==> config.mk <==
export PLATFORM = sky130hd
export DESIGN_NAME = motor_temp_fault_supervisor_top_flat
export DESIGN_NICKNAME = d
export VERILOG_FILES = /design/src/rtl/mtfs_pkg.sv /design/src/rtl/mtfs_if.sv /design/src/rtl/mtfs_cfg.sv /design/src/rtl/mtfs_scale.sv /design/src/rtl/mtfs_core.sv /design/src/rtl/motor_temp_fault_supervisor_top.sv /design/src/flat_wrapper.sv
export SDC_FILE = /design/constraint.sdc
export NUM_CORES = 1
export LEC_CHECK = 0
export ABC_AREA = 1
export BUFFER_PORTS_ARGS = -buffer_cell sky130_fd_sc_hd__buf_4
export CORE_UTILIZATION = 62
export CTS_CLUSTER_DIAMETER = 100
export CTS_CLUSTER_SIZE = 12
export DETAILED_ROUTE_END_ITERATION = 12
export PLACE_DENSITY = 0.8
export SLEW_MARGIN = 10
export SYNTH_ARGS = -nofsm -noshare
export SYNTH_HDL_FRONTEND = slang
export SYNTH_HIERARCHICAL = 1
export SYNTH_SLANG_ARGS = --single-unit
==> constraint.sdc <==
create_clock -name i_clk -period 21.9 [get_ports i_clk]
set_input_delay 6.57 -clock i_clk [delete_from_list [all_inputs] [get_ports i_clk]]
set_output_delay 6.57 -clock i_clk [all_outputs]
set_load 0.005 [all_outputs]
==> src/rtl/mtfs_pkg.sv <==
// ----------------------------------------------------------------------------
// mtfs_pkg
// Shared types and constants for the motor and temperature fault supervisor:
// configuration register indexes, reset values, command and reason codes,
// and the structs passed between the pipeline stages.
// ----------------------------------------------------------------------------
package mtfs_pkg;

    // Configuration port geometry.
    localparam int CFG_IDX_W  = 3;
    localparam int CFG_DATA_W = 16;

    // Configuration register indexes.
    typedef enum logic [CFG_IDX_W-1:0] {
        REG_LOW_VOLTAGE_MV  = 3'd0,
        REG_MOTOR_WAIT_MS   = 3'd1,
        REG_MOTOR_SPINUP_MS = 3'd2,
        REG_MOTOR_EXIT_MS   = 3'd3,
        REG_TEMP_WAIT_MS    = 3'd4,
        REG_TEMP_SLOPE_Q16  = 3'd5,
        REG_TEMP_OFFSET     = 3'd6
    } t_reg_idx;

    // Register reset values.
    localparam logic [14:0] RST_LOW_VOLTAGE_MV  = 15'd10500;
    localparam logic [15:0] RST_MOTOR_WAIT_MS   = 16'd250;
    localparam logic [15:0] RST_MOTOR_SPINUP_MS = 16'd250;
    localparam logic [15:0] RST_MOTOR_EXIT_MS   = 16'd1000;
    localparam logic [15:0] RST_TEMP_WAIT_MS    = 16'd30000;
    localparam logic [15:0] RST_TEMP_SLOPE_Q16  = 16'd3121;
    localparam logic [11:0] RST_TEMP_OFFSET     = 12'd95;

    // Command codes carried by an input transaction.
    localparam logic CMD_EVAL   = 1'b0;
    localparam logic CMD_REINIT = 1'b1;

    // Fault reason codes.
    localparam logic [1:0] REASON_NONE  = 2'd0;
    localparam logic [1:0] REASON_MOTOR = 2'd1;
    localparam logic [1:0] REASON_TEMP  = 2'd2;

    // Full configuration register set.
    typedef struct packed {
        logic [14:0] low_voltage_mv;
        logic [15:0] motor_wait_ms;
        logic [15:0] motor_spinup_ms;
        logic [15:0] motor_exit_ms;
        logic [15:0] temp_wait_ms;
        logic [15:0] temp_slope_q16;
        logic [11:0] temp_offset;
    } t_cfg;

    // Item held in the input stage, with the scaled supply voltage.
    typedef struct packed {
        logic        cmd;
        logic [15:0] elapsed_ms;
        logic        system_running;
        logic [14:0] supply_mv;
        logic [11:0] temperature_adc;
        logic [14:0] scaled_mv;
    } t_stage_item;

    // Handshake between the input stage and the core.
    typedef struct packed {
        logic        valid;
        t_stage_item item;
    } t_stage_bus;

endpackage

==> src/rtl/mtfs_if.sv <==
// ----------------------------------------------------------------------------
// mtfs_if
// Channel interfaces of the supervisor: input items, results and
// configuration writes, each a valid/ready channel.
// ----------------------------------------------------------------------------
interface mtfs_in_if;
    logic        valid;
    logic        ready;
    logic        cmd;
    logic [15:0] elapsed_ms;
    logic        system_running;
    logic [14:0] supply_mv;
    logic [11:0] temperature_adc;

    modport source (output valid, cmd, elapsed_ms, system_running, supply_mv,
                    temperature_adc, input ready);
    modport sink   (input valid, cmd, elapsed_ms, system_running, supply_mv,
                    temperature_adc, output ready);
endinterface

interface mtfs_out_if;
    logic        valid;
    logic        ready;
    logic [2:0]  motor_fsm;
    logic [1:0]  temp_fsm;
    logic        retry_pulse;
    logic        error_entered;
    logic        fault_latched;
    logic [1:0]  fault_reason;
    logic [15:0] temp_threshold;

    modport source (output valid, motor_fsm, temp_fsm, retry_pulse, error_entered,
                    fault_latched, fault_reason, temp_threshold, input ready);
    modport sink   (input valid, motor_fsm, temp_fsm, retry_pulse, error_entered,
                    fault_latched, fault_reason, temp_threshold, output ready);
endinterface

interface mtfs_cfg_if;
    import mtfs_pkg::*;
    logic                  valid;
    logic                  ready;
    logic [CFG_IDX_W-1:0]  index;
    logic [CFG_DATA_W-1:0] data;

    modport source (output valid, index, data, input ready);
    modport sink   (input valid, index, data, output ready);
endinterface

==> src/rtl/mtfs_cfg.sv <==
// ----------------------------------------------------------------------------
// mtfs_cfg
// Configuration register file. Always ready; a write to an index outside
// the register list is accepted and ignored.
// ----------------------------------------------------------------------------
module mtfs_cfg (
    input  logic           i_clk,
    input  logic           i_rst_n,
    mtfs_cfg_if.sink       i_cfg,
    output mtfs_pkg::t_cfg o_cfg
);
    import mtfs_pkg::*;

    t_cfg r_cfg;

    assign i_cfg.ready = 1'b1;
    assign o_cfg       = r_cfg;

    // Register writes, each field truncated to its width.
    always_ff @(posedge i_clk) begin
        if (!i_rst_n) begin
            r_cfg.low_voltage_mv  <= RST_LOW_VOLTAGE_MV;
            r_cfg.motor_wait_ms   <= RST_MOTOR_WAIT_MS;
            r_cfg.motor_spinup_ms <= RST_MOTOR_SPINUP_MS;
            r_cfg.motor_exit_ms   <= RST_MOTOR_EXIT_MS;
            r_cfg.temp_wait_ms    <= RST_TEMP_WAIT_MS;
            r_cfg.temp_slope_q16  <= RST_TEMP_SLOPE_Q16;
            r_cfg.temp_offset     <= RST_TEMP_OFFSET;
        end else if (i_cfg.valid) begin
            case (i_cfg.index)
                REG_LOW_VOLTAGE_MV:  r_cfg.low_voltage_mv  <= i_cfg.data[14:0];
                REG_MOTOR_WAIT_MS:   r_cfg.motor_wait_ms   <= i_cfg.data;
                REG_MOTOR_SPINUP_MS: r_cfg.motor_spinup_ms <= i_cfg.data;
                REG_MOTOR_EXIT_MS:   r_cfg.motor_exit_ms   <= i_cfg.data;
                REG_TEMP_WAIT_MS:    r_cfg.temp_wait_ms    <= i_cfg.data;
                REG_TEMP_SLOPE_Q16:  r_cfg.temp_slope_q16  <= i_cfg.data;
                REG_TEMP_OFFSET:     r_cfg.temp_offset     <= i_cfg.data[11:0];
                default: begin
                end
            endcase
        end
    end

endmodule

==> src/rtl/mtfs_scale.sv <==
// ----------------------------------------------------------------------------
// mtfs_scale
// Input stage. Registers the accepted item together with the supply voltage
// scaled by the threshold slope (Q0.16 multiply, integer part kept).
// ----------------------------------------------------------------------------
module mtfs_scale (
    input  logic                 i_clk,
    input  logic                 i_rst_n,
    mtfs_in_if.sink              i_item,
    input  logic [15:0]          i_slope_q16,
    input  logic                 i_next_ready,
    output mtfs_pkg::t_stage_bus o_stage
);
    import mtfs_pkg::*;

    logic        r_valid;
    t_stage_item r_item;
    logic        w_ready;
    logic [30:0] w_product;

    // The stage frees up when it is empty or its item moves on.
    assign w_ready      = !r_valid || i_next_ready;
    assign i_item.ready = w_ready;

    // Supply voltage times slope; only the integer part is kept.
    assign w_product = 31'(i_item.supply_mv) * 31'(i_slope_q16);

    always_ff @(posedge i_clk) begin
        if (!i_rst_n) begin
            r_valid <= 1'b0;
        end else if (w_ready) begin
            r_valid <= i_item.valid;
        end
    end

    // Payload register needs no reset.
    always_ff @(posedge i_clk) begin
        if (w_ready && i_item.valid) begin
            r_item.cmd             <= i_item.cmd;
            r_item.elapsed_ms      <= i_item.elapsed_ms;
            r_item.system_running  <= i_item.system_running;
            r_item.supply_mv       <= i_item.supply_mv;
            r_item.temperature_adc <= i_item.temperature_adc;
            r_item.scaled_mv       <= w_product[30:16];
        end
    end

    assign o_stage.valid = r_valid;
    assign o_stage.item  = r_item;

endmodule

==> src/rtl/mtfs_core.sv <==
// ----------------------------------------------------------------------------
// mtfs_core
// Supervision core. Works out the overtemperature threshold, counts the
// timers down, steps the motor and temperature machines, latches the first
// fault and loads the result register.
// ----------------------------------------------------------------------------
module mtfs_core (
    input  logic                 i_clk,
    input  logic                 i_rst_n,
    input  mtfs_pkg::t_cfg       i_cfg,
    input  mtfs_pkg::t_stage_bus i_stage,
    output logic                 o_stage_ready,
    mtfs_out_if.source           o_result
);
    import mtfs_pkg::*;

    typedef enum logic [2:0] {
        M_OK   = 3'd0,
        M_WAIT = 3'd1,
        M_SPIN = 3'd2,
        M_ERR  = 3'd3,
        M_EXIT = 3'd4
    } t_motor_mode;

    typedef enum logic [1:0] {
        T_OK   = 2'd0,
        T_WAIT = 2'd1,
        T_ERR  = 2'd2
    } t_temp_mode;

    // Machine state.
    t_motor_mode r_motor_mode, n_motor_mode;
    t_motor_mode r_motor_ret, n_motor_ret;
    logic [15:0] r_motor_cnt, n_motor_cnt;
    logic        r_motor_armed, n_motor_armed;
    t_temp_mode  r_temp_mode, n_temp_mode;
    logic [15:0] r_temp_cnt, n_temp_cnt;
    logic        r_temp_armed, n_temp_armed;
    logic        r_latched, n_latched;
    logic [1:0]  r_reason, n_reason;

    // Result register.
    logic        r_out_valid;
    logic [2:0]  r_out_motor;
    logic [1:0]  r_out_temp;
    logic        r_out_pulse, n_pulse;
    logic        r_out_fired, n_fired;
    logic        r_out_latched;
    logic [1:0]  r_out_reason;
    logic [15:0] r_out_thr;

    logic        w_advance;
    logic [15:0] w_dt;
    logic [15:0] w_motor_dec;
    logic [15:0] w_temp_dec;
    logic [15:0] w_thr;
    logic        w_under;
    logic        w_hot;
    logic        w_m_exp;
    logic        w_t_exp;

    assign o_stage_ready = !r_out_valid || o_result.ready;
    assign w_advance     = i_stage.valid && o_stage_ready;
    assign w_dt          = i_stage.item.elapsed_ms;

    // Threshold: scaled voltage less the offset, floored at zero.
    always_comb begin
        if (i_stage.item.scaled_mv > 15'(i_cfg.temp_offset)) begin
            w_thr = 16'(i_stage.item.scaled_mv - 15'(i_cfg.temp_offset));
        end else begin
            w_thr = '0;
        end
    end

    assign w_under = i_stage.item.supply_mv < i_cfg.low_voltage_mv;
    assign w_hot   = 16'(i_stage.item.temperature_adc) > w_thr;

    // Armed timers count down, saturating at zero.
    assign w_motor_dec = !r_motor_armed ? r_motor_cnt :
                         (r_motor_cnt > w_dt) ? r_motor_cnt - w_dt : '0;
    assign w_temp_dec  = !r_temp_armed ? r_temp_cnt :
                         (r_temp_cnt > w_dt) ? r_temp_cnt - w_dt : '0;
    assign w_m_exp     = r_motor_armed && (w_motor_dec == '0);
    assign w_t_exp     = r_temp_armed && (w_temp_dec == '0);

    // Next state of both machines for the item in the input stage.
    always_comb begin
        n_motor_mode  = r_motor_mode;
        n_motor_ret   = r_motor_ret;
        n_motor_cnt   = w_motor_dec;
        n_motor_armed = r_motor_armed;
        n_temp_mode   = r_temp_mode;
        n_temp_cnt    = w_temp_dec;
        n_temp_armed  = r_temp_armed;
        n_latched     = r_latched;
        n_reason      = r_reason;
        n_pulse       = 1'b0;
        n_fired       = 1'b0;

        if (i_stage.item.cmd == CMD_REINIT) begin
            n_motor_mode  = M_OK;
            n_motor_ret   = M_OK;
            n_motor_cnt   = '0;
            n_motor_armed = 1'b0;
            n_temp_mode   = T_OK;
            n_temp_cnt    = '0;
            n_temp_armed  = 1'b0;
            n_latched     = 1'b0;
            n_reason      = REASON_NONE;
        end else if (i_stage.item.system_running && !r_latched) begin
            // Motor undervoltage machine.
            case (r_motor_mode)
                M_OK: begin
                    if (w_under) begin
                        n_motor_mode  = M_WAIT;
                        n_motor_cnt   = i_cfg.motor_wait_ms;
                        n_motor_armed = 1'b1;
                    end
                end
                M_WAIT, M_SPIN: begin
                    if (w_m_exp) begin
                        if (w_under && (r_motor_mode == M_WAIT)) begin
                            n_pulse       = 1'b1;
                            n_motor_mode  = M_SPIN;
                            n_motor_cnt   = i_cfg.motor_spinup_ms;
                            n_motor_armed = 1'b1;
                        end else if (w_under) begin
                            n_motor_mode = M_ERR;
                        end else begin
                            n_motor_ret   = r_motor_mode;
                            n_motor_mode  = M_EXIT;
                            n_motor_cnt   = i_cfg.motor_exit_ms;
                            n_motor_armed = 1'b1;
                        end
                    end
                end
                M_ERR: begin
                    n_fired   = 1'b1;
                    n_latched = 1'b1;
                    n_reason  = REASON_MOTOR;
                end
                M_EXIT: begin
                    if (w_m_exp) begin
                        if (w_under) begin
                            n_motor_mode  = r_motor_ret;
                            n_motor_cnt   = i_cfg.motor_exit_ms;
                            n_motor_armed = 1'b1;
                        end else begin
                            n_motor_mode = M_OK;
                        end
                    end
                end
                default: begin
                end
            endcase

            // Temperature machine; its error overrides the motor reason.
            case (r_temp_mode)
                T_OK: begin
                    if (w_hot) begin
                        n_temp_mode  = T_WAIT;
                        n_temp_cnt   = i_cfg.temp_wait_ms;
                        n_temp_armed = 1'b1;
                    end
                end
                T_WAIT: begin
                    if (w_t_exp) begin
                        n_temp_mode = w_hot ? T_ERR : T_OK;
                    end
                end
                T_ERR: begin
                    n_fired   = 1'b1;
                    n_latched = 1'b1;
                    n_reason  = REASON_TEMP;
                end
                default: begin
                end
            endcase
        end
    end

    // State and result registers.
    always_ff @(posedge i_clk) begin
        if (!i_rst_n) begin
            r_motor_mode  <= M_OK;
            r_motor_ret   <= M_OK;
            r_motor_cnt   <= '0;
            r_motor_armed <= 1'b0;
            r_temp_mode   <= T_OK;
            r_temp_cnt    <= '0;
            r_temp_armed  <= 1'b0;
            r_latched     <= 1'b0;
            r_reason      <= REASON_NONE;
            r_out_valid   <= 1'b0;
        end else begin
            if (w_advance) begin
                r_motor_mode  <= n_motor_mode;
                r_motor_ret   <= n_motor_ret;
                r_motor_cnt   <= n_motor_cnt;
                r_motor_armed <= n_motor_armed;
                r_temp_mode   <= n_temp_mode;
                r_temp_cnt    <= n_temp_cnt;
                r_temp_armed  <= n_temp_armed;
                r_latched     <= n_latched;
                r_reason      <= n_reason;
                r_out_valid   <= 1'b1;
            end else if (o_result.ready) begin
                r_out_valid <= 1'b0;
            end
        end
    end

    // Result payload needs no reset.
    always_ff @(posedge i_clk) begin
        if (w_advance) begin
            r_out_motor   <= n_motor_mode;
            r_out_temp    <= n_temp_mode;
            r_out_pulse   <= n_pulse;
            r_out_fired   <= n_fired;
            r_out_latched <= n_latched;
            r_out_reason  <= n_reason;
            r_out_thr     <= w_thr;
        end
    end

    assign o_result.valid          = r_out_valid;
    assign o_result.motor_fsm      = r_out_motor;
    assign o_result.temp_fsm       = r_out_temp;
    assign o_result.retry_pulse    = r_out_pulse;
    assign o_result.error_entered  = r_out_fired;
    assign o_result.fault_latched  = r_out_latched;
    assign o_result.fault_reason   = r_out_reason;
    assign o_result.temp_threshold = r_out_thr;

endmodule

==> src/rtl/motor_temp_fault_supervisor_top.sv <==
// ----------------------------------------------------------------------------
// motor_temp_fault_supervisor_top
// Motor undervoltage and overtemperature fault supervisor, one tick per
// input transaction and one result transaction per tick.
// ----------------------------------------------------------------------------
// Usage:
//   i_item carries one supervision tick (evaluate or reinit command, elapsed
//   milliseconds, running flag, supply millivolts, temperature ADC value).
//   o_result returns the machine states, the retry and error-entry strobes,
//   the sticky fault flag and reason, and the threshold used for the tick.
//   i_cfg writes the seven configuration registers by index; it is always
//   ready and should be used only while no tick is in flight.
// Pipeline and throughput:
//   The input stage registers the item and the slope product, then the core
//   registers the updated state and the result. One tick is taken every
//   cycle while o_result accepts results.
// Reset:
//   i_rst_n (synchronous, active low) returns the configuration registers
//   to their default values, clears both machines, the timers and the fault
//   latch, and empties the pipeline.
// Stalls:
//   While o_result is held, the result register keeps its transaction, the
//   input stage fills, and then i_item.ready drops until the result is taken.
// ----------------------------------------------------------------------------
module motor_temp_fault_supervisor_top (
    input  logic       i_clk,
    input  logic       i_rst_n,
    mtfs_in_if.sink    i_item,
    mtfs_cfg_if.sink   i_cfg,
    mtfs_out_if.source o_result
);
    import mtfs_pkg::*;

    t_cfg       w_cfg;
    t_stage_bus w_stage;
    logic       w_stage_ready;

    // Configuration registers.
    mtfs_cfg u_cfg (
        .i_clk   (i_clk),
        .i_rst_n (i_rst_n),
        .i_cfg   (i_cfg),
        .o_cfg   (w_cfg)
    );

    // Input stage with the threshold slope multiply.
    mtfs_scale u_scale (
        .i_clk        (i_clk),
        .i_rst_n      (i_rst_n),
        .i_item       (i_item),
        .i_slope_q16  (w_cfg.temp_slope_q16),
        .i_next_ready (w_stage_ready),
        .o_stage      (w_stage)
    );

    // State machines and result register.
    mtfs_core u_core (
        .i_clk         (i_clk),
        .i_rst_n       (i_rst_n),
        .i_cfg         (w_cfg),
        .i_stage       (w_stage),
        .o_stage_ready (w_stage_ready),
        .o_result      (o_result)
    );

endmodule
==> src/flat_wrapper.sv <==
// flat-port wrapper written by rule: the top's interface ports become plain ports
module motor_temp_fault_supervisor_top_flat import mtfs_pkg::*;
  (i_clk, i_rst_n, i_item_valid, i_item_cmd, i_item_elapsed_ms, i_item_system_running, i_item_supply_mv, i_item_temperature_adc, i_item_ready, i_cfg_valid, i_cfg_index, i_cfg_data, i_cfg_ready, o_result_valid, o_result_motor_fsm, o_result_temp_fsm, o_result_retry_pulse, o_result_error_entered, o_result_fault_latched, o_result_fault_reason, o_result_temp_threshold, o_result_ready);
  mtfs_in_if i_item_i ();
  mtfs_cfg_if i_cfg_i ();
  mtfs_out_if o_result_i ();
  input  logic i_clk;
  input  logic i_rst_n;
  input wire logic [$bits(i_item_i.valid)-1:0] i_item_valid;
  input wire logic [$bits(i_item_i.cmd)-1:0] i_item_cmd;
  input wire logic [$bits(i_item_i.elapsed_ms)-1:0] i_item_elapsed_ms;
  input wire logic [$bits(i_item_i.system_running)-1:0] i_item_system_running;
  input wire logic [$bits(i_item_i.supply_mv)-1:0] i_item_supply_mv;
  input wire logic [$bits(i_item_i.temperature_adc)-1:0] i_item_temperature_adc;
  output wire logic [$bits(i_item_i.ready)-1:0] i_item_ready;
  input wire logic [$bits(i_cfg_i.valid)-1:0] i_cfg_valid;
  input wire logic [$bits(i_cfg_i.index)-1:0] i_cfg_index;
  input wire logic [$bits(i_cfg_i.data)-1:0] i_cfg_data;
  output wire logic [$bits(i_cfg_i.ready)-1:0] i_cfg_ready;
  output wire logic [$bits(o_result_i.valid)-1:0] o_result_valid;
  output wire logic [$bits(o_result_i.motor_fsm)-1:0] o_result_motor_fsm;
  output wire logic [$bits(o_result_i.temp_fsm)-1:0] o_result_temp_fsm;
  output wire logic [$bits(o_result_i.retry_pulse)-1:0] o_result_retry_pulse;
  output wire logic [$bits(o_result_i.error_entered)-1:0] o_result_error_entered;
  output wire logic [$bits(o_result_i.fault_latched)-1:0] o_result_fault_latched;
  output wire logic [$bits(o_result_i.fault_reason)-1:0] o_result_fault_reason;
  output wire logic [$bits(o_result_i.temp_threshold)-1:0] o_result_temp_threshold;
  input wire logic [$bits(o_result_i.ready)-1:0] o_result_ready;
  assign i_item_i.valid = i_item_valid;
  assign i_item_i.cmd = i_item_cmd;
  assign i_item_i.elapsed_ms = i_item_elapsed_ms;
  assign i_item_i.system_running = i_item_system_running;
  assign i_item_i.supply_mv = i_item_supply_mv;
  assign i_item_i.temperature_adc = i_item_temperature_adc;
  assign i_item_ready = i_item_i.ready;
  assign i_cfg_i.valid = i_cfg_valid;
  assign i_cfg_i.index = i_cfg_index;
  assign i_cfg_i.data = i_cfg_data;
  assign i_cfg_ready = i_cfg_i.ready;
  assign o_result_valid = o_result_i.valid;
  assign o_result_motor_fsm = o_result_i.motor_fsm;
  assign o_result_temp_fsm = o_result_i.temp_fsm;
  assign o_result_retry_pulse = o_result_i.retry_pulse;
  assign o_result_error_entered = o_result_i.error_entered;
  assign o_result_fault_latched = o_result_i.fault_latched;
  assign o_result_fault_reason = o_result_i.fault_reason;
  assign o_result_temp_threshold = o_result_i.temp_threshold;
  assign o_result_i.ready = o_result_ready;
  motor_temp_fault_supervisor_top u_core (.i_clk(i_clk), .i_rst_n(i_rst_n), .i_item(i_item_i), .i_cfg(i_cfg_i), .o_result(o_result_i));
endmodule
---- Word level (Yosys, flattened, before mapping) ----
Cells that the tools add are included.
storage, ports and cells
  flip-flop bits (word level) ............. 240
  bits in latches ......................... 0
  RAM bits ................................ 0
  ROM bits ................................ 0
  input port bits ......................... 69
  logic and storage cells ................. 160
  memories ................................ 0
operators by class
  add/sub/neg operators ................... 3
  multiply operators ...................... 1
  divide/modulo/power cells ............... 0
  order comparisons ....................... 5
  equality and inequality tests ........... 17
  shift operators ......................... 0
  mux-type cells .......................... 64
  bitwise operators ....................... 3
  reductions and logical operators ........ 36
operator list
  cell                  number
  $mux W16              17
  $pmux W16 S3          1
  $mux W3               14
  $gt A16 B16 Y1        2
  $logic_not A16 Y1     2
  $sub A16 B16 Y16      2
  $mul A15 B16 Y31      1
  $mux W1               20
  $mux W2               9
  $gt A12 B16 Y1        1
  $sub A15 B12 Y16      1
  $gt A15 B12 Y1        1
  $lt A15 B15 Y1        1
  $reduce_and A2 Y1     7
  $eq A3 B2 Y1 const B  4
  $eq A3 B3 Y1 const B  4
  $reduce_and A6 Y1     2
  $reduce_bool A2 Y1    6
  $pmux W3 S3           1
  $eq A3 B1 Y1 const B  2
  $logic_and A1 B1 Y1   6
  $logic_not A3 Y1      2
  $ne A3 B2 Y1 const B  2
  $ne A2 B1 Y1 const B  2
  other kinds (13)      19

---- Longest topological paths before layout ----
  depth after elaboration ................. 9
  depth in mapped cells ................... 29

---- Hierarchy ----
The synthesis kept the hierarchy.
by module, submodules not included
  module      times used  cells an instance  area each (µm²)  seq. area each (µm²)
  mtfs_scale  1           1250               10202.3          1821.7
  mtfs_core   1           1398               8316.7           1701.6
  mtfs_cfg    1           575                4140.2           2142.1

---- Least setup slack after synthesis ----
No wires, ideal clock.
  kind .................................... in2out
  from .................................... input port o_result_ready
  to ...................................... output port i_item_ready
  arrival time ............................ 6.790 ns
  data required time ...................... 15.330 ns
  slack ................................... 8.540 ns
  stages .................................. 4
  buffers on the path ..................... 0
  path through ............................ inv_1 > nand2_1 > inv_1 > nand2_1
on the way
  word-level cells in the longest chain between the ends .. 2
ends and longest elaborated chain
  element                   RTL line                               text
  from (decl)               flat_wrapper.sv:28                     input wire logic [$bits(o_result_i.ready)-1:0] o_result_ready;
  $logic_or A1 B1 Y1        mtfs_core.sv:62                        assign o_stage_ready = !r_out_valid || o_result.ready;
  net u_core.w_stage_ready  motor_temp_fault_supervisor_top.sv:36  logic w_stage_ready;
  $logic_or A1 B1 Y1        mtfs_scale.sv:22                       assign w_ready = !r_valid || i_next_ready;
  to (decl)                 flat_wrapper.sv:15                     output wire logic [$bits(i_item_i.ready)-1:0] i_item_ready;
The timed path passes the listed nets, and every way through them passes these cells.

---- Final worst setup path ----
Same ends and word-level chain as after synthesis.

==> out/results.ini <==
[run_status]
status = finished, final reports clean

[worst_setup_path]
path_max_fanout = 3
r2r-start = u_core/u_cfg/o_cfg[21]$_SDFFE_PN0P_
cpPeakStageDelay_ns = 0.14
start_kind = primary input
worst-setup-path-type = in -> out
worstPathArrival_ns = 7.12
rr_endpoint = u_core/u_scale/o_stage[12]$_DFFE_PP_
rrSetupSlack_ns = 16.06
crit_buf_inv = 4
r2r_cells = 19
crit_slowest_cell = buf_4
endpoint_kind = primary output
crit_path_end = i_item_ready
critPathRequiredTime_ns = 15.33
path_cells = buf_4, inv_1, nand2_1, inv_1, nand2_1, buf_4
cp.depth = 6
worst_path_dominant_cell_family = buffers and inverters
startpoint = o_result_ready

[route]
detail-route-antenna-nets = 0
drc_errors = 0
drt_iter0_drc = 1639
vias_per_cell = 5.58
num_vias = 20743
dr.pass1.iters = 8
routed_wl_um = 62600
wl_per_cell_um = 16.8

[grt]
use_met1_pct = 42.7
grt_pass1_vias = 20653
antenna_found_initial = 1
grt_max_degree = 108
grt_usage_pct = 34.2
gr-usage-met2_pct = 59.7
overflow = 0
grtUsageMet3_pct = 4.20
grt-busiest-layer = met2
grt_pass1_wl_um = 101000

[layout]
layout-drive-gt1-share_pct = 6.75
final_nets = 3659
final_core_util_pct = 67.9
area_growth_pct = 7.06
num_antenna_cells = 0

[yosys]
synth_edf_count = 86
yosysWarningCount = 6
synth_top_area_share_pct = 16.1
synth.area.top_cells = fa_1 16%, nand2_1 15%, dfxtp_1 14%
synth_area_leader_cell = fa_1
synth_common_cells = 895 x nand2_1, 669 x inv_1, 288 x nor2_1
synthCells = 3223
ys_ff_latch = 240
syn_area_um2 = 22700
synth.most_common_cell = nand2_1
async_reset_ff_share_pct = 0
synth_area_per_cell_um2 = 7.03
synth.net_count = 3636
synth-main-ff-cell = dfxtp_1
ys_types = 52
ys_seq_area_share_pct = 25.0

[timing]
fin_hold_ws_ns = 0.457
period_minus_slack_ns = 13.69
worst_slew_pin_slew_ns = 1.10
finalCritPeriodShare_pct = 62.5
rsz0062_at_grt = false
tns_ns = 0
slew_headroom_pct = 26.3
setup_viol = 0
hold_viol = 0
report.final.slew_viol_count = 0
fin_skew_ns = 0.0140
fmax_mhz = 73.1

[die]
start_util_pct = 63.4
dieArea_um2 = 37300
die_h_um = 193
die_w_um = 193
coreArea_um2 = 35700
ioPinCount = 98
rows = 69

[clocking]
cts_root_buf = clkbuf_16
ctsResizeCount = 0
cts_buffers = 24
ctsHoldBuffers = 0
clock_sinks = 240
cts.clk_slew.worst_paths_ns = 0.06
postCtsSetupBuffers = 0
clk_path_buf_depth = 3
cts_tree = built
insertion_delay_ns = 0.53
cts_max_level = 1

[pwr]
irDropWorstVdd_uv = 75.1
power_density_nw_per_um2 = 83.3
power_leakage_nw = 13.3
fin_total_pwr_mw = 2.02

[placed_design]
hpwlAfterDp_um = 48100
io_buffers = 96
gp_congestion = 0.945

[worst_hold_path]
hold_path.class = reg -> reg

[flow_run]
max_cap_violations = 0

[cell families after synthesis]
group	after synthesis	share of synthesized area (%)
AOI/OAI and AO/OA	307	7.60
xor gates and xnor gates	21	0.812
adders and majority gates	344	25.0
buffers and inverters	793	13.5
DFF	240	25.0
other	1	0.0165
and+or+nand+nor	1517	28.0
[worst reg2reg max path, delay by kind of cell (launching register included)]
kind            cells  cell delay [ns]
compound gates      3             0.65
fa+ha+maj           7             3.35
simple gates        6             0.60
buf+inv             3             0.16
flops               1             0.86
[worst min path at each step]
stage / from / slack (ns) / cells past startpoint / endpoint
2_1_floorplan: u_core/u_core/r_motor_ret[2]$_SDFFE_PN0P_ / 0.42 / 2 / u_core/u_core/r_motor_ret[2]$_SDFFE_PN0P_
3_3_place_gp: u_core/u_core/r_motor_ret[2]$_SDFFE_PN0P_ / 0.44 / 2 / u_core/u_core/r_motor_ret[2]$_SDFFE_PN0P_
3_5_place_dp: u_core/u_cfg/o_cfg[2]$_SDFFE_PN1P_ / 0.45 / 2 / u_core/u_cfg/o_cfg[2]$_SDFFE_PN1P_
4_1_cts: u_core/u_core/r_motor_ret[2]$_SDFFE_PN0P_ / 0.46 / 2 / u_core/u_core/r_motor_ret[2]$_SDFFE_PN0P_
5_1_grt: u_core/u_cfg/o_cfg[3]$_SDFFE_PN1P_ / 0.49 / 2 / u_core/u_cfg/o_cfg[3]$_SDFFE_PN1P_
6_report: u_core/u_core/r_motor_ret[2]$_SDFFE_PN0P_ / 0.46 / 2 / u_core/u_core/r_motor_ret[2]$_SDFFE_PN0P_
[registers in the layout (all words and copies together), names as in the netlist, 2 cells and up]
signal                                 cells
u_core/u_core/o_result.fault_reason        2
u_core/u_core/r_motor_mode                 3
u_core/u_core/o_result.temp_fsm            2
u_core/u_scale/o_stage                    60
u_core/u_core/o_result.motor_fsm           3
u_core/u_core/r_reason                     2
u_core/u_cfg/o_cfg                       107
u_core/u_core/r_motor_cnt                 16
u_core/u_core/r_motor_ret                  3
u_core/u_core/r_temp_cnt                  16
u_core/u_core/o_result.temp_threshold     16
u_core/u_core/r_temp_mode                  2
[layout make-up]
class                           count  area (um2)
Clock buffer                       36         688
Clock inverter                      1        8.76
Fill cell                        3116       11500
Inverter                          680        2550
Multi-Input combinational cell   2190       13900
Sequential cell                   240        5670
Tap cell                          461         577
Timing Repair Buffer              110         826
[placed cells by master, fill, tap and decap left out, types with 6 or more instances in the layout]
cell type	instances
ha_1	162
nor3_1	20
nor2_2	12
nand2_2	18
nand4_1	14
o21a_1	6
nor2_1	287
a31oi_1	15
nand3_1	226
clkbuf_1	10
xor2_1	9
a21oi_1	133
buf_4	110
or2_2	18
a21o_1	6
clkbuf_16	26
fa_1	182
nand2_1	895
inv_2	7
o21ai_1	23
xnor2_1	12
o21ai_0	77
inv_1	669
o211ai_1	20
dfxtp_1	154
nor2_4	9
edfxtp_1	86
[metrics by stage]
stage                     instance area, um2  std cells  worst slack, ns
after floorplan                        22700       3223             8.54
after CTS                              24300       3718             8.21
final                                  24300       3718             8.21
after global routing                   24300       3718             8.17
after detailed placement               23600       3681             8.21
after global placement                 23600       3681             8.20
[power breakdown]
group / internal [mW] / switching, mW / total [mW] / leakage (nW)
registers: 0.523 / 0.0229 / 0.546 / 2.09
clock network: 0.215 / 0.174 / 0.390 / 0.337
logic: 0.385 / 0.701 / 1.09 / 10.9
total: 1.12 / 0.899 / 2.02 / 13.3
[layer usage]
layer	part of all wire [%]	vias to the layer above
met2	49	856
met1	40	9788
met5	0.021	-
met4	4.1	2
met3	7.2	198
li1	-	9899
No activity file was read; power rests on OpenSTA's default activity.
